<file path="config.mk">
export PLATFORM = sky130hd
export DESIGN_NAME = sha_ni_execution_unit
export DESIGN_NICKNAME = d
export VERILOG_FILES = /design/src/rtl/shani_pkg.sv /design/src/rtl/sha_ni_execution_unit.sv /design/src/rtl/shani_front.sv /design/src/rtl/shani_mid.sv /design/src/rtl/shani_sha1_tail.sv
export SDC_FILE = /design/constraint.sdc
export NUM_CORES = 2
export LEC_CHECK = 0
export BUFFER_PORTS_ARGS = -buffer_cell sky130_fd_sc_hd__buf_4
export CAP_MARGIN = 40
export CORE_MARGIN = 3
export CORE_UTILIZATION = 35
export CTS_CLUSTER_DIAMETER = 80
export DETAILED_ROUTE_END_ITERATION = 8
export REMOVE_ABC_BUFFERS = 1
export SYNTH_ARGS = -nofsm -noshare
export SYNTH_HDL_FRONTEND = slang
export SYNTH_HIERARCHICAL = 1
export SYNTH_SLANG_ARGS = --single-unit
</file>
<file path="constraint.sdc">
create_clock -name clk -period 18.6 [get_ports clk]
set_clock_uncertainty 0.15 [all_clocks]
set_input_delay 3.72 -clock clk [delete_from_list [all_inputs] [get_ports clk]]
set_output_delay 3.72 -clock clk [all_outputs]
set_load 0.01 [all_outputs]
</file>
<file path="src/rtl/shani_pkg.sv">
package shani_pkg;

	// opcode values
	localparam logic [2:0] OP_SHA1RNDS4   = 3'd0;
	localparam logic [2:0] OP_SHA1NEXTE   = 3'd1;
	localparam logic [2:0] OP_SHA1MSG1    = 3'd2;
	localparam logic [2:0] OP_SHA1MSG2    = 3'd3;
	localparam logic [2:0] OP_SHA256RNDS2 = 3'd4;
	localparam logic [2:0] OP_SHA256MSG1  = 3'd5;
	localparam logic [2:0] OP_SHA256MSG2  = 3'd6;
	localparam logic [2:0] OP_UNDEF       = 3'd7;

	// sha1rnds4 function select codes
	localparam logic [1:0] SEL_CH   = 2'd0;
	localparam logic [1:0] SEL_PAR1 = 2'd1;
	localparam logic [1:0] SEL_MAJ  = 2'd2;
	localparam logic [1:0] SEL_PAR3 = 2'd3;

	localparam logic [31:0] SHA1_K0 = 32'h5A827999;
	localparam logic [31:0] SHA1_K1 = 32'h6ED9EBA1;
	localparam logic [31:0] SHA1_K2 = 32'h8F1BBCDC;
	localparam logic [31:0] SHA1_K3 = 32'hCA62C1D6;

	// working words carried down the pipeline
	typedef struct packed {
		logic [2:0]       op;
		logic [1:0]       sel;
		logic [7:0][31:0] x;
		logic [31:0]      k;
	} shani_data_t;

	typedef struct packed {
		logic [31:0] a, b, c, d, e;
	} shani_sha1_t;

	typedef struct packed {
		logic [31:0] a, b, c, d, e, f, g, h;
	} shani_sha256_t;

	function automatic logic [31:0] sha1_f(input logic [1:0] sel, input logic [31:0] b,
			input logic [31:0] c, input logic [31:0] d);
		logic [31:0] r;
		case (sel)
			SEL_CH:  r = (b & c) ^ (~b & d);
			SEL_MAJ: r = (b & c) ^ (b & d) ^ (c & d);
			default: r = b ^ c ^ d;
		endcase
		return r;
	endfunction

	function automatic logic [31:0] sha1_k(input logic [1:0] sel);
		logic [31:0] r;
		case (sel)
			SEL_CH:   r = SHA1_K0;
			SEL_PAR1: r = SHA1_K1;
			SEL_MAJ:  r = SHA1_K2;
			SEL_PAR3: r = SHA1_K3;
			default:  r = SHA1_K3;
		endcase
		return r;
	endfunction

	function automatic logic [31:0] rol1(input logic [31:0] v);
		return {v[30:0], v[31]};
	endfunction

	function automatic logic [31:0] rol30(input logic [31:0] v);
		return {v[1:0], v[31:2]};
	endfunction

	// one sha1 round
	function automatic shani_sha1_t sha1_round(input logic [1:0] sel, input shani_sha1_t s,
			input logic [31:0] w);
		shani_sha1_t n;
		n.a = sha1_f(sel, s.b, s.c, s.d) + {s.a[26:0], s.a[31:27]} + w + s.e + sha1_k(sel);
		n.b = s.a;
		n.c = rol30(s.b);
		n.d = s.c;
		n.e = s.d;
		return n;
	endfunction

	function automatic logic [31:0] big_s0(input logic [31:0] x);
		return {x[1:0], x[31:2]} ^ {x[12:0], x[31:13]} ^ {x[21:0], x[31:22]};
	endfunction

	function automatic logic [31:0] big_s1(input logic [31:0] x);
		return {x[5:0], x[31:6]} ^ {x[10:0], x[31:11]} ^ {x[24:0], x[31:25]};
	endfunction

	function automatic logic [31:0] small_s0(input logic [31:0] x);
		return {x[6:0], x[31:7]} ^ {x[17:0], x[31:18]} ^ {3'b000, x[31:3]};
	endfunction

	function automatic logic [31:0] small_s1(input logic [31:0] x);
		return {x[16:0], x[31:17]} ^ {x[18:0], x[31:19]} ^ {10'b0, x[31:10]};
	endfunction

	// one sha256 round
	function automatic shani_sha256_t sha256_round(input shani_sha256_t s,
			input logic [31:0] wk);
		shani_sha256_t n;
		logic [31:0] t1, t2;
		t1 = ((s.e & s.f) ^ (~s.e & s.g)) + big_s1(s.e) + wk + s.h;
		t2 = ((s.a & s.b) ^ (s.a & s.c) ^ (s.b & s.c)) + big_s0(s.a);
		n.h = s.g;
		n.g = s.f;
		n.f = s.e;
		n.e = t1 + s.d;
		n.d = s.c;
		n.c = s.b;
		n.b = s.a;
		n.a = t1 + t2;
		return n;
	endfunction

endpackage

</file>
<file path="src/rtl/sha_ni_execution_unit.sv">
// sha extension execution unit, four register stages
// an accepted input passes through data_s1, data_s2, data_s3 and data_s4 in order, and
// out_valid is valid_s4; the four sha1rnds4 rounds are split one per stage
// throughput: one instruction per cycle; a stalled stage holds its item and backs up
// the stages behind it, in_ready drops only when all four stages are full
// reset: arst_n clears the stage valid bits asynchronously, data registers are not reset
module sha_ni_execution_unit (
	input  logic        clk,
	input  logic        arst_n,
	input  logic        in_valid,
	output logic        in_ready,
	input  logic [2:0]  op,
	input  logic [1:0]  round_func_sel,
	input  logic [31:0] first_word0,
	input  logic [31:0] first_word1,
	input  logic [31:0] first_word2,
	input  logic [31:0] first_word3,
	input  logic [31:0] second_word0,
	input  logic [31:0] second_word1,
	input  logic [31:0] second_word2,
	input  logic [31:0] second_word3,
	input  logic [31:0] round_key_lo,
	input  logic [31:0] round_key_hi,
	output logic        out_valid,
	input  logic        out_ready,
	output logic [31:0] result_word0,
	output logic [31:0] result_word1,
	output logic [31:0] result_word2,
	output logic [31:0] result_word3
);

	shani_pkg::shani_data_t front_d, mid_d, tail3_d, tail4_d;
	shani_pkg::shani_data_t data_s1, data_s2, data_s3, data_s4;
	logic valid_s1, valid_s2, valid_s3, valid_s4;
	logic en1, en2, en3, en4;

	// stage enables: a stage loads when empty or when its item moves on
	assign en4 = !valid_s4 || out_ready;
	assign en3 = !valid_s3 || en4;
	assign en2 = !valid_s2 || en3;
	assign en1 = !valid_s1 || en2;
	assign in_ready = en1;

	shani_front u_front (
		.op             (op),
		.round_func_sel (round_func_sel),
		.src1           ({first_word3, first_word2, first_word1, first_word0}),
		.src2           ({second_word3, second_word2, second_word1, second_word0}),
		.round_key_lo   (round_key_lo),
		.round_key_hi   (round_key_hi),
		.data           (front_d)
	);

	shani_mid u_mid (
		.din  (data_s1),
		.dout (mid_d)
	);

	shani_sha1_tail u_tail3 (
		.din  (data_s2),
		.w    (data_s2.x[6]),
		.dout (tail3_d)
	);

	shani_sha1_tail u_tail4 (
		.din  (data_s3),
		.w    (data_s3.x[7]),
		.dout (tail4_d)
	);

	// valid bits
	always_ff @(posedge clk or negedge arst_n) begin
		if (!arst_n) begin
			valid_s1 <= 1'b0;
			valid_s2 <= 1'b0;
			valid_s3 <= 1'b0;
			valid_s4 <= 1'b0;
		end else begin
			if (en1) valid_s1 <= in_valid;
			if (en2) valid_s2 <= valid_s1;
			if (en3) valid_s3 <= valid_s2;
			if (en4) valid_s4 <= valid_s3;
		end
	end

	// stage data
	always_ff @(posedge clk) begin
		if (en1) data_s1 <= front_d;
		if (en2) data_s2 <= mid_d;
		if (en3) data_s3 <= tail3_d;
		if (en4) data_s4 <= tail4_d;
	end

	assign out_valid    = valid_s4;
	assign result_word3 = data_s4.x[0];
	assign result_word2 = data_s4.x[1];
	assign result_word1 = data_s4.x[2];
	assign result_word0 = data_s4.x[3];

	// back-pressure only once every stage is occupied
	a_full_when_blocked: assert property (@(posedge clk) disable iff (!arst_n)
		!in_ready |-> (valid_s1 && valid_s2 && valid_s3 && valid_s4))
		else $error("in_ready low with an empty stage");

	// an accepted transfer always lands in the first stage
	a_accept_lands: assert property (@(posedge clk) disable iff (!arst_n)
		(in_valid && in_ready) |=> valid_s1)
		else $error("accepted transfer lost at stage one");

	// the undefined opcode produces an all-zero result
	a_undef_zero: assert property (@(posedge clk) disable iff (!arst_n)
		(out_valid && data_s4.op == shani_pkg::OP_UNDEF) |->
		(result_word0 == 32'd0 && result_word1 == 32'd0 &&
		 result_word2 == 32'd0 && result_word3 == 32'd0))
		else $error("undefined opcode gave a non-zero result");

endmodule

</file>
<file path="src/rtl/shani_front.sv">
module shani_front (
	input  logic [2:0]           op,
	input  logic [1:0]           round_func_sel,
	input  logic [3:0][31:0]     src1,
	input  logic [3:0][31:0]     src2,
	input  logic [31:0]          round_key_lo,
	input  logic [31:0]          round_key_hi,
	output shani_pkg::shani_data_t data
);

	shani_pkg::shani_sha1_t   s1_in, s1_out;
	shani_pkg::shani_sha256_t s2_in, s2_out;
	logic [31:0]              w16;

	// first sha1 round and first sha256 round
	always_comb begin
		s1_in = '{a: src1[3], b: src1[2], c: src1[1], d: src1[0], e: 32'd0};
		s1_out = shani_pkg::sha1_round(round_func_sel, s1_in, src2[3]);
		s2_in = '{a: src2[3], b: src2[2], c: src1[3], d: src1[2],
			e: src2[1], f: src2[0], g: src1[1], h: src1[0]};
		s2_out = shani_pkg::sha256_round(s2_in, round_key_lo);
		w16 = shani_pkg::rol1(src1[3] ^ src2[2]);
	end

	// decode, the single-stage operations and the first step of the others
	always_comb begin
		data = '0;
		data.op = op;
		data.sel = round_func_sel;
		case (op)
			shani_pkg::OP_SHA1RNDS4: begin
				data.x[0] = s1_out.a;
				data.x[1] = s1_out.b;
				data.x[2] = s1_out.c;
				data.x[3] = s1_out.d;
				data.x[4] = s1_out.e;
				data.x[5] = src2[2];
				data.x[6] = src2[1];
				data.x[7] = src2[0];
			end
			shani_pkg::OP_SHA1NEXTE: begin
				data.x[0] = src2[3] + shani_pkg::rol30(src1[3]);
				data.x[1] = src2[2];
				data.x[2] = src2[1];
				data.x[3] = src2[0];
			end
			shani_pkg::OP_SHA1MSG1: begin
				data.x[0] = src1[1] ^ src1[3];
				data.x[1] = src1[0] ^ src1[2];
				data.x[2] = src2[3] ^ src1[1];
				data.x[3] = src2[2] ^ src1[0];
			end
			shani_pkg::OP_SHA1MSG2: begin
				data.x[0] = w16;
				data.x[1] = shani_pkg::rol1(src1[2] ^ src2[1]);
				data.x[2] = shani_pkg::rol1(src1[1] ^ src2[0]);
				data.x[3] = shani_pkg::rol1(src1[0] ^ w16);
			end
			shani_pkg::OP_SHA256RNDS2: begin
				data.x[0] = s2_out.a;
				data.x[1] = s2_out.b;
				data.x[2] = s2_out.c;
				data.x[3] = s2_out.d;
				data.x[4] = s2_out.e;
				data.x[5] = s2_out.f;
				data.x[6] = s2_out.g;
				data.x[7] = s2_out.h;
				data.k = round_key_hi;
			end
			shani_pkg::OP_SHA256MSG1: begin
				data.x[0] = src1[3] + shani_pkg::small_s0(src2[0]);
				data.x[1] = src1[2] + shani_pkg::small_s0(src1[3]);
				data.x[2] = src1[1] + shani_pkg::small_s0(src1[2]);
				data.x[3] = src1[0] + shani_pkg::small_s0(src1[1]);
			end
			shani_pkg::OP_SHA256MSG2: begin
				// w16 and w17 now, w18 and w19 in the next stage
				data.x[0] = src1[0] + shani_pkg::small_s1(src2[2]);
				data.x[1] = src1[1] + shani_pkg::small_s1(src2[3]);
				data.x[2] = src1[2];
				data.x[3] = src1[3];
			end
			default: begin
				data.x = '0;
			end
		endcase
	end

endmodule

</file>
<file path="src/rtl/shani_mid.sv">
module shani_mid (
	input  shani_pkg::shani_data_t din,
	output shani_pkg::shani_data_t dout
);

	shani_pkg::shani_sha1_t   s1_in, s1_out;
	shani_pkg::shani_sha256_t s2_in, s2_out;

	// second sha1 round and second sha256 round
	always_comb begin
		s1_in = '{a: din.x[0], b: din.x[1], c: din.x[2], d: din.x[3], e: din.x[4]};
		s1_out = shani_pkg::sha1_round(din.sel, s1_in, din.x[5]);
		s2_in = '{a: din.x[0], b: din.x[1], c: din.x[2], d: din.x[3],
			e: din.x[4], f: din.x[5], g: din.x[6], h: din.x[7]};
		s2_out = shani_pkg::sha256_round(s2_in, din.k);
	end

	// finish the two-stage operations and run the second sha1rnds4 round, results land in words 0 to 3
	always_comb begin
		dout = din;
		case (din.op)
			shani_pkg::OP_SHA1RNDS4: begin
				dout.x[0] = s1_out.a;
				dout.x[1] = s1_out.b;
				dout.x[2] = s1_out.c;
				dout.x[3] = s1_out.d;
				dout.x[4] = s1_out.e;
			end
			shani_pkg::OP_SHA256RNDS2: begin
				dout.x[0] = s2_out.a;
				dout.x[1] = s2_out.b;
				dout.x[2] = s2_out.e;
				dout.x[3] = s2_out.f;
			end
			shani_pkg::OP_SHA256MSG2: begin
				dout.x[0] = din.x[3] + shani_pkg::small_s1(din.x[1]);
				dout.x[1] = din.x[2] + shani_pkg::small_s1(din.x[0]);
				dout.x[2] = din.x[1];
				dout.x[3] = din.x[0];
			end
			default: begin
				dout = din;
			end
		endcase
	end

endmodule

</file>
<file path="src/rtl/shani_sha1_tail.sv">
module shani_sha1_tail (
	input  shani_pkg::shani_data_t din,
	input  logic [31:0]            w,
	output shani_pkg::shani_data_t dout
);

	shani_pkg::shani_sha1_t s_in, s_out;

	// one further sha1 round, other operations pass untouched
	always_comb begin
		s_in = '{a: din.x[0], b: din.x[1], c: din.x[2], d: din.x[3], e: din.x[4]};
		s_out = shani_pkg::sha1_round(din.sel, s_in, w);
		dout = din;
		if (din.op == shani_pkg::OP_SHA1RNDS4) begin
			dout.x[0] = s_out.a;
			dout.x[1] = s_out.b;
			dout.x[2] = s_out.c;
			dout.x[3] = s_out.d;
			dout.x[4] = s_out.e;
		end
	end

endmodule
</file>
==> flow_summary.ini <==
[outcome]
run_status = finished clean

[sta]
finalSetupViolCount = 0
relSlewSlack_pct = 20.3
rsz0062_at_grt = false
max_freq_ghz = 0.0892
tightest_slew_ps = 1200
tns_ps = 0
period_minus_slack_ps = 11210
whs_ps = 265
slew_viol_final = 0
hold_viol = 0
timing.final.crit_share_pct = 60.2

[floorplan]
rows = 196
die-area_um2 = 294000
initial_utilization_pct = 35.2
core-area_um2 = 286000
die_w_um = 542
io_pins = 459
dieHeight_um = 542

[yosys]
synth.cell_area_um2 = 101000
ys_warn_count = 6
syn_area_per_cell_um2 = 8.95
syn-instance-count = 11200

[route]
ant_nets = 0
first_pass_iters = 8
wl_per_cell_um = 39.2
vias = 92100
drtIter0Drc = 12400
wl_um = 596000
drcViolationCount = 0
vias_per_cell = 6.06

[cts]
htreeDepth = 3
cts_tree = yes
ctsHoldBuffers = 0
clockBufferDepth = 3
clk_latency_ps = 760
cts_resized = 0
cts_buffers = 100
cts.sinks = 851
path_clk_slew_ps = 60
cts_root_buf = clkbuf_16
cts_setup_buffers = 0

[global_route]
gr-total-overflow = 0
first_global_vias = 87300
grt_antenna_before_repair = 55
grt_pass1_wl_um = 777000
track_usage_pct = 39.2
grt_max_degree = 182

[flow_run]
drv_cap = 0

[hold_path]
min_from = data_s2[270]$_DFFE_PP_
hold_path_end = data_s3[270]$_DFFE_PP_
hp-class = reg2reg
worstHoldPathCells = 0

[setup_path]
ff2ff_path_depth = 23
timing.critical_path.required_ps = 18940
reg2reg_to = data_s2[63]$_DFFE_PP_
crit_path_max_fanout = 6
crit_path_end_kind = register
crit_slowest_cell = or4b_2
max_stage_delay_ps = 700
crit_type = in2reg
crit_arrival_ps = 11550
r2r_start = data_s1[160]$_DFFE_PP_
r2r_slack_ps = 9670
crit_path_start_kind = input pin

[cells_and_area]
final_common_cell = inv_1
num-nets-final = 13000
final_cell_mix = inv_1, nand2_1, xnor2_1
instances_no_fill = 15200
areaGrowthSynthToFinish_pct = 10.9
drive_above_1_share_pct = 9.59
nFillCells = 29100

[placed_design]
place.gp.congestion = 1.10
place.port_buffers = 458
dpl.hpwl_um = 484000
dpl.cell_count = 15000
[final cells by class]
type	count	area, um2	share of cell area (%)
multi-input cells	8207	66700	59.7
well taps	3762	4710	4.22
clock buffers	108	2550	2.29
inverters	1384	5200	4.65
diodes	27	67.6	0.0605
clock inverters	78	867	0.776
flip-flops and latches	851	25500	22.9
repair buffers	786	6090	5.45
[state kept, by name, summed over array words and instances, names as in the netlist, 32 cells and up]
name / flops
data_s1: 293
data_s2: 229
data_s3: 197
result_word0: 32
result_word1: 32
result_word2: 32
result_word3: 32
[critical path, delay by kind of cell]
family                     cells  cell delay (ps)
AOI/OAI and AO/OA             13             3280
adders and majority gates      5             2160
and+or+nand+nor                2              940
buffers and inverters          6              880
xor gates and xnor gates       3              550
[per-stage QoR]
| step | utilization (%) | worst slack (ps) | area, um2 |
|---|---|---|---|
| floorplan | - | 2860 | 97200 |
| global route | 39.1 | 7140 | 112000 |
| global placement | 37.6 | 6830 | 107000 |
| CTS | 39.0 | 7610 | 111000 |
| detailed placement | 37.8 | 6800 | 108000 |
| finish | 39.1 | 7390 | 112000 |
[per-layer routing]
| layer | share of wire [%] | wire (um) | global-route usage, % |
|---|---|---|---|
| met5 | 0.015 | 92 | 0 |
| met4 | 10 | 61600 | 32.4 |
| met3 | 11 | 63400 | 11.5 |
| met2 | 41 | 244000 | 56.8 |
| met1 | 38 | 227000 | 47.8 |
[how the worst max path moves through the flow]
stage                                from                    end  depth (start not counted)  slack [ps]
after global routing       first_word0[1]  data_s1[61]$_DFFE_PP_                         29        7140
after global placement    second_word1[1]  data_s1[63]$_DFFE_PP_                         29        6830
after detailed placement   first_word0[1]  data_s1[63]$_DFFE_PP_                         29        6800
final                      first_word0[6]  data_s1[63]$_DFFE_PP_                         29        7390
after floorplan                 out_ready               in_ready                          2        2860
after CTS                  first_word0[1]  data_s1[63]$_DFFE_PP_                         29        7610
Power is not shown: default switching activity piles up to over one toggle a cycle in this logic, so the estimate is an artifact.
